$ cat config.mk
export PLATFORM = sky130hd
export DESIGN_NAME = multilevel_priority_ready_queue_top
export DESIGN_NICKNAME = d
export VERILOG_FILES = /design/src/mlpq_pkg.sv /design/src/mlpq_front.sv /design/src/mlpq_back.sv /design/src/multilevel_priority_ready_queue_top.sv
export SDC_FILE = /design/constraint.sdc
export NUM_CORES = 2
export LEC_CHECK = 0
export BUFFER_PORTS_ARGS = -buffer_cell sky130_fd_sc_hd__buf_2
export CORE_ASPECT_RATIO = 1.2
export CORE_MARGIN = 2
export CORE_UTILIZATION = 60
export CTS_BUF_LIST = sky130_fd_sc_hd__clkbuf_2
export DETAILED_ROUTE_END_ITERATION = 12
export PLACE_DENSITY = 0.86
export SLEW_MARGIN = 10
export SYNTH_ARGS = -nofsm -noshare
export SYNTH_HDL_FRONTEND = slang
export SYNTH_HIERARCHICAL = 1
export SYNTH_SLANG_ARGS = --single-unit
$ cat constraint.sdc
create_clock -name clk -period 17.2 [get_ports clk]
set_clock_uncertainty 0.15 [all_clocks]
set_input_delay 0.86 -clock clk [delete_from_list [all_inputs] [get_ports clk]]
set_output_delay 0.86 -clock clk [all_outputs]
set_load 0.02 [all_outputs]
$ cat src/mlpq_pkg.sv
// ----------------------------------------------------------------------------
// mlpq_pkg
// Shared types and constants for the multilevel priority ready queue.
// ----------------------------------------------------------------------------
package mlpq_pkg;

  localparam int LEVELS   = 64;
  localparam int THREADS  = 64;
  localparam int LVL_W    = 6;
  localparam int TID_W    = 6;
  localparam int CNT_W    = 7;
  localparam int TOP_W    = 7;
  localparam int CMDQ_DEPTH = 2;

  localparam logic [1:0] OP_INSERT = 2'd0;
  localparam logic [1:0] OP_POP    = 2'd1;
  localparam logic [1:0] OP_REMOVE = 2'd2;
  localparam logic [1:0] OP_UPDATE = 2'd3;

  localparam logic [1:0] ST_OK      = 2'd0;
  localparam logic [1:0] ST_EMPTY   = 2'd1;
  localparam logic [1:0] ST_NOTQ    = 2'd2;
  localparam logic [1:0] ST_ALREADY = 2'd3;

  typedef struct packed {
    logic [1:0]       op;
    logic [TID_W-1:0] tid;
    logic [LVL_W-1:0] lvl;
  } cmd_t;

  typedef struct packed {
    logic [1:0]       status;
    logic [TID_W-1:0] popped_id;
    logic [TOP_W-1:0] top_level;
    logic [CNT_W-1:0] entry_count;
  } res_t;

endpackage

$ cat src/mlpq_front.sv
// ----------------------------------------------------------------------------
// mlpq_front
// Accepts items and holds them in a short command queue.
// ----------------------------------------------------------------------------
module mlpq_front (
  input  logic                clk,
  input  logic                rst_n,
  input  logic                in_valid,
  output logic                in_ready,
  input  mlpq_pkg::cmd_t      in_cmd,
  output logic                cmd_valid,
  input  logic                cmd_ready,
  output mlpq_pkg::cmd_t      cmd
);

  mlpq_pkg::cmd_t q_r [mlpq_pkg::CMDQ_DEPTH];
  logic           wp_r, rp_r, wp_nxt, rp_nxt;
  logic [1:0]     cnt_r, cnt_nxt;
  logic           push, pop;

  assign in_ready  = (cnt_r != 2'(mlpq_pkg::CMDQ_DEPTH));
  assign cmd_valid = (cnt_r != 2'd0);
  assign cmd       = q_r[rp_r];
  assign push      = in_valid & in_ready;
  assign pop       = cmd_valid & cmd_ready;

  always_comb begin
    wp_nxt  = wp_r + 1'(push);
    rp_nxt  = rp_r + 1'(pop);
    cnt_nxt = cnt_r + 2'(push) - 2'(pop);
  end

  always_ff @(posedge clk) begin
    if (!rst_n) begin
      wp_r  <= 1'b0;
      rp_r  <= 1'b0;
      cnt_r <= 2'd0;
    end else begin
      wp_r  <= wp_nxt;
      rp_r  <= rp_nxt;
      cnt_r <= cnt_nxt;
    end
  end

  always_ff @(posedge clk) begin
    if (push) begin
      q_r[wp_r] <= in_cmd;
    end
  end

endmodule

$ cat src/mlpq_back.sv
// ----------------------------------------------------------------------------
// mlpq_back
// Sequencer that walks the link tables for one command and builds its result.
// ----------------------------------------------------------------------------
module mlpq_back (
  input  logic            clk,
  input  logic            rst_n,
  input  logic            cmd_valid,
  output logic            cmd_ready,
  input  mlpq_pkg::cmd_t  cmd,
  output logic            res_valid,
  input  logic            res_ready,
  output mlpq_pkg::res_t  res
);

  localparam logic [2:0] S_IDLE = 3'd0;
  localparam logic [2:0] S_PHD  = 3'd1;
  localparam logic [2:0] S_RD   = 3'd2;
  localparam logic [2:0] S_UNL  = 3'd3;
  localparam logic [2:0] S_PRD  = 3'd4;
  localparam logic [2:0] S_PUSH = 3'd5;
  localparam logic [2:0] S_OUT  = 3'd6;

  localparam int LW = mlpq_pkg::LVL_W;
  localparam int TW = mlpq_pkg::TID_W;

  logic [TW-1:0] head_m [mlpq_pkg::LEVELS];
  logic [TW-1:0] tail_m [mlpq_pkg::LEVELS];
  logic [TW-1:0] next_m [mlpq_pkg::THREADS];
  logic [TW-1:0] prev_m [mlpq_pkg::THREADS];
  logic [LW-1:0] tlvl_m [mlpq_pkg::THREADS];

  logic [mlpq_pkg::LEVELS-1:0]  nonempty_r;
  logic [mlpq_pkg::THREADS-1:0] queued_r;
  logic [mlpq_pkg::CNT_W-1:0]   total_r;

  logic [2:0]    state_r;
  logic [1:0]    op_r, status_r;
  logic [TW-1:0] t_r, popped_r;
  logic [LW-1:0] lvl_r, ul_r;
  logic [TW-1:0] hd_r, tl_r, nx_r, pv_r;
  logic          out_v_r;
  mlpq_pkg::res_t res_r;

  logic          top_any;
  logic [LW-1:0] top_idx;
  logic          take;

  always_comb begin
    top_any = 1'b0;
    top_idx = '0;
    for (int i = 0; i < mlpq_pkg::LEVELS; i++) begin
      if (nonempty_r[i]) begin
        top_any = 1'b1;
        top_idx = LW'(i);
      end
    end
  end

  assign cmd_ready = (state_r == S_IDLE) && !out_v_r;
  assign take      = cmd_valid && cmd_ready;
  assign res_valid = out_v_r;
  assign res       = res_r;

  // control, flags and count
  always_ff @(posedge clk) begin
    if (!rst_n) begin
      state_r    <= S_IDLE;
      nonempty_r <= '0;
      queued_r   <= '0;
      total_r    <= '0;
    end else begin
      case (state_r)
        S_IDLE: begin
          if (take) begin
            op_r     <= cmd.op;
            t_r      <= cmd.tid;
            lvl_r    <= cmd.lvl;
            popped_r <= '0;
            if (cmd.op == mlpq_pkg::OP_POP) begin
              if (!top_any) begin
                status_r <= mlpq_pkg::ST_EMPTY;
                state_r  <= S_OUT;
              end else begin
                status_r <= mlpq_pkg::ST_OK;
                state_r  <= S_PHD;
              end
            end else if (cmd.op == mlpq_pkg::OP_INSERT) begin
              if (queued_r[cmd.tid]) begin
                status_r <= mlpq_pkg::ST_ALREADY;
                state_r  <= S_OUT;
              end else begin
                status_r <= mlpq_pkg::ST_OK;
                state_r  <= S_PRD;
              end
            end else begin
              if (!queued_r[cmd.tid]) begin
                status_r <= mlpq_pkg::ST_NOTQ;
                state_r  <= S_OUT;
              end else begin
                status_r <= mlpq_pkg::ST_OK;
                state_r  <= S_RD;
              end
            end
          end
        end
        S_PHD: begin
          t_r      <= hd_r;
          popped_r <= hd_r;
          state_r  <= S_UNL;
        end
        S_RD: begin
          state_r <= S_UNL;
        end
        S_UNL: begin
          if (hd_r == t_r && tl_r == t_r) begin
            nonempty_r[ul_r] <= 1'b0;
          end
          queued_r[t_r] <= 1'b0;
          total_r       <= total_r - 1'b1;
          state_r       <= (op_r == mlpq_pkg::OP_UPDATE) ? S_PRD : S_OUT;
        end
        S_PRD: begin
          state_r <= S_PUSH;
        end
        S_PUSH: begin
          if (!nonempty_r[lvl_r]) begin
            nonempty_r[lvl_r] <= 1'b1;
          end
          queued_r[t_r] <= 1'b1;
          total_r       <= total_r + 1'b1;
          state_r       <= S_OUT;
        end
        S_OUT: begin
          res_r.status      <= status_r;
          res_r.popped_id   <= popped_r;
          res_r.top_level   <= top_any ? {1'b0, top_idx} : {mlpq_pkg::TOP_W{1'b1}};
          res_r.entry_count <= total_r;
          state_r           <= S_IDLE;
        end
        default: begin
          state_r <= S_IDLE;
        end
      endcase
    end
  end

  // link tables, read into registers and written by the sequencer steps
  always_ff @(posedge clk) begin
    case (state_r)
      S_IDLE: begin
        if (take) begin
          if (cmd.op == mlpq_pkg::OP_POP) begin
            hd_r <= head_m[top_idx];
            ul_r <= top_idx;
          end else begin
            ul_r <= tlvl_m[cmd.tid];
            nx_r <= next_m[cmd.tid];
            pv_r <= prev_m[cmd.tid];
          end
        end
      end
      S_PHD: begin
        tl_r <= tail_m[ul_r];
        nx_r <= next_m[hd_r];
        pv_r <= prev_m[hd_r];
      end
      S_RD: begin
        hd_r <= head_m[ul_r];
        tl_r <= tail_m[ul_r];
      end
      S_UNL: begin
        if (hd_r == t_r && tl_r == t_r) begin
          // level becomes empty, nothing to relink
        end else if (hd_r == t_r) begin
          head_m[ul_r] <= nx_r;
        end else if (tl_r == t_r) begin
          tail_m[ul_r] <= pv_r;
          next_m[pv_r] <= pv_r;
        end else begin
          next_m[pv_r] <= nx_r;
          prev_m[nx_r] <= pv_r;
        end
      end
      S_PRD: begin
        tl_r        <= tail_m[lvl_r];
        next_m[t_r] <= t_r;
      end
      S_PUSH: begin
        if (nonempty_r[lvl_r]) begin
          next_m[tl_r] <= t_r;
          prev_m[t_r]  <= tl_r;
        end else begin
          head_m[lvl_r] <= t_r;
          prev_m[t_r]   <= t_r;
        end
        tail_m[lvl_r] <= t_r;
        tlvl_m[t_r]   <= lvl_r;
      end
      default: begin
      end
    endcase
  end

  always_ff @(posedge clk) begin
    if (!rst_n) begin
      out_v_r <= 1'b0;
    end else if (state_r == S_OUT) begin
      out_v_r <= 1'b1;
    end else if (out_v_r && res_ready) begin
      out_v_r <= 1'b0;
    end
  end

endmodule

$ cat src/multilevel_priority_ready_queue_top.sv
// ----------------------------------------------------------------------------
// multilevel_priority_ready_queue_top
// Ready queue with one linked FIFO of thread ids per priority level.
//
//  channel | dir | tdata fields (low bit up)
//  in_     | in  | op[1:0], thread_id[7:2], priority_req[13:8]
//  out_    | out | status[1:0], popped_id[7:2], top_level[14:8], entry_count[21:15]
//
// a taken command runs registered table steps, then S_OUT: pop S_PHD, S_UNL; remove
// S_RD, S_UNL; insert S_PRD, S_PUSH; update S_RD, S_UNL, S_PRD, S_PUSH; errors none.
// the two-entry command queue registers items and accepts more while it has room.
// a result register holds each item until taken; the sequencer waits for it.
// reset is synchronous and clears the queued and non-empty flags and the count.
// ----------------------------------------------------------------------------
module multilevel_priority_ready_queue_top (
  input  logic        clk,
  input  logic        rst_n,
  input  logic        in_tvalid,
  output logic        in_tready,
  input  logic [15:0] in_tdata,   // op, thread_id, priority_req
  output logic        out_tvalid,
  input  logic        out_tready,
  output logic [23:0] out_tdata   // status, popped_id, top_level, entry_count
);

  mlpq_pkg::cmd_t in_cmd, cmd;
  mlpq_pkg::res_t res;
  logic           cmd_valid, cmd_ready;

  assign in_cmd.op  = in_tdata[1:0];
  assign in_cmd.tid = in_tdata[7:2];
  assign in_cmd.lvl = in_tdata[13:8];

  assign out_tdata = {2'b00, res.entry_count, res.top_level, res.popped_id, res.status};

  mlpq_front u_front (
    .clk       (clk),
    .rst_n     (rst_n),
    .in_valid  (in_tvalid),
    .in_ready  (in_tready),
    .in_cmd    (in_cmd),
    .cmd_valid (cmd_valid),
    .cmd_ready (cmd_ready),
    .cmd       (cmd)
  );

  mlpq_back u_back (
    .clk       (clk),
    .rst_n     (rst_n),
    .cmd_valid (cmd_valid),
    .cmd_ready (cmd_ready),
    .cmd       (cmd),
    .res_valid (out_tvalid),
    .res_ready (out_tready),
    .res       (res)
  );

endmodule
==> flow_summary.ini <==
[clock_tree]
clkSinkCount = 2184
cts_tree = built
clk_latency_ns = 1.85
clk_path_buf_depth = 4
htreeDepth = 6
clk_pin_slew_ns = 0.11
root_buffer = clkbuf_2
cts_buffers = 534

[yosys]
netlist_instances = 5561
synth-edff-count = 2022
synth_area_leader_cell = edfxtp_1
synth_seq_area_share = 0.635
yosys.cell_types.count = 100
synth-seq-cells = 2184
postSynth.asyncResetShare = 0
synthTopCellsByArea = edfxtp_1, mux4_2, dfxtp_1, nor2_1, mux2i_1
synthFlopType = edfxtp_1
yosysWarnings = 6
synth_top_area_frac = 0.603
synth_commonest_cells = edfxtp_1, mux4_2, nor2_1
syn_area_sq_mm = 0.101
synth_most_common_cell = edfxtp_1
syn_avg_cell_area_sq_um = 18.1

[global_routing]
grtUsageTotal = 0.327
grt_overflow = 0
grt_pass1_vias = 62300
antenna_found_initial = 14
grt_max_degree = 145
grt_pass1_wl_mm = 406

[worst_setup_path]
critPathRequiredTime_ns = 18.37
worst_ep_arrival_time_ns = 8.34
cpPeakStageDelay_ns = 1.03
cp_slowest_cell = a211oi_2
critPathLaunchType = register
worstPathCellList = buf_4 -> inv_2 -> a311o_1 -> a2111oi_0 -> a21oi_1 -> a22o_1 -> a211oi_2 -> and2_1 -> buf_4 -> nor3_1 -> a21o_1 -> a32oi_2 -> nor2_1
worstPathMaxFanout = 68
cpMostUsedCell = buf_4
end_kind = register
crit_type = register to register

[power]
finalPower_mw = 16.3
powerDensity_mw_per_mm2 = 150
p_leak_nw = 34.7
p_int_mw = 10.5
seqPwrFrac = 0.435
combPwrFrac = 0.358
swShare = 0.357
ir_drop_uv = 144
p_switching_mw = 5.82
pwr-share-clk = 0.207

[detailed_routing]
drt_wl_total_mm = 277
drtIter0Drc = 9285
drc = 0
wl_per_cell_microns = 32.5
vias = 61300
dr.pass1.iters = 8
ant_nets = 0
viasPerCell = 7.18

[final_layout]
final_core_util = 0.650
final_area_sq_mm = 0.108
area_growth_pct = 7.51
finalNonFillerCells = 8533
drive_above_1_share = 0.342
fillers = 11000
fin_nets = 5936

[sta]
drv_slew = 0
tightest_slew_ns = 1.29
fin_crit_sh = 0.417
slew_headroom = 0.141
rsz0062_at_grt = no
final.setup.worst_slack_ns = 10.03
clock.fmax_mhz = 139
fin_crit_ns = 7.17
setup_viol = 0
tns_ns = 0
hold_viol = 0
whs_ns = 0.245

[die]
io_pins = 46
coreArea_sq_mm = 0.167
row_count = 164
start_util = 0.604
die_area_sq_mm = 0.171
die-width_microns = 378
die_y_microns = 453

[placement]
dp_worst_setup_slack_ns = 10.38
place_hpwl_mm = 179
gp_congestion = 0.956
io_buffers = 41
placed_cell_area_sq_mm = 0.103
placed_cells = 7565

[run_status]
outcome = finished, final reports clean

[run]
maxCapViolCount = 0

[hold_path]
hold_class = register to register
-- cells in the final DEF, fill, tap and decap left out, types with 40 or more instances in the layout --
master	n
a21oi_1	59
and2_1	82
buf_2	40
buf_4	84
clkbuf_2	773
clkinv_1	99
dfxtp_1	151
dlygate4sd3_1	45
edfxtp_1	2022
mux2_2	81
mux2i_1	141
mux4_2	1037
nand2_1	296
nand3_1	85
nor2_1	429
o21a_1	132
o21ai_0	198
-- state kept, by name (all words and copies together), names as in the netlist, 7 cells and up, named ones only --
name / count
u_back/nonempty_r: 64
u_back/tlvl_m: 384
u_back/next_m: 384
u_front/q_r: 28
u_back/total_r: 7
u_back/res: 22
u_back/prev_m: 384
u_back/head_m: 384
u_back/tail_m: 384
-- routing by layer --
layer | track usage | part of all wire | routed length, microns | vias up
met4 | 0.202 | 0.071 | 19700 | 18
met3 | 0.0872 | 0.12 | 34400 | 1118
li1 | - | - | - | 24100
met5 | 0.000845 | 0.00043 | 120 | -
met1 | 0.402 | 0.32 | 88100 | 30800
met2 | 0.522 | 0.49 | 135000 | 5232
-- what timing repair did --
action                                 4_1_cts  5_1_grt
resized for setup                            0        0
endpoints found under the hold margin      206        0
setup buffers                                0        0
hold buffers                                45        0
-- final timing paths --
kind	start	endpoint	slack [ns]	cells after the start
hold reg to reg	u_back/status_r[1]	u_back/res[21]	0.25	0
setup reg to reg	u_back/lvl_r[2]	u_back/head_m[48][5]	10.03	13
setup / recovery	u_back/lvl_r[2]	u_back/head_m[48][5]	10.03	13
hold / removal	u_back/status_r[1]	u_back/res[21]	0.25	0
-- cells by family after synthesis --
family / count (synthesis) / synth area share
AO/OA/AOI/OAI: 596 / 0.0396
other: 1 / 0.0000372
AND/OR/NAND/NOR: 1093 / 0.0496
XOR/XNOR: 19 / 0.00165
buffers and inverters: 387 / 0.0162
flip-flops: 2184 / 0.635
multiplexers: 1270 / 0.256
adder cells (fa/ha/maj): 11 / 0.00144
-- power groups by stage --
| stage | sequential, mW | clock (mW) | combinational (mW) |
|---|---|---|---|
| floorplan | 6.96 | 0 | 3.95 |
| global placement | 7.18 | 0 | 5.49 |
| detailed placement | 7.19 | 0 | 5.68 |
| CTS | 7.07 | 3.42 | 5.70 |
| global route | 7.11 | 3.69 | 5.99 |
| finish | 7.08 | 3.38 | 5.83 |
-- critical path, delay by kind of cell, from the launching register on --
family	cells	cell delay [ns]
and+or+nand+nor	3	0.83
DFF	1	0.73
AOI/OAI and AO/OA	7	3.41
buffers and inverters	3	1.48
-- final cells by class --
| class | count | area [sq um] | area share |
|---|---|---|---|
| Tap cell | 2241 | 2800 | 0.0259 |
| Antenna cell | 7 | 17.5 | 0.000162 |
| Clock inverter | 143 | 833 | 0.00770 |
| Multi-Input combinational cell | 2991 | 35300 | 0.326 |
| Timing Repair Buffer | 171 | 1320 | 0.0122 |
| Inverter | 23 | 86.3 | 0.000797 |
| Clock buffer | 773 | 3870 | 0.0357 |
| Sequential cell | 2184 | 64000 | 0.591 |
Power figures use the tool's default switching activity.
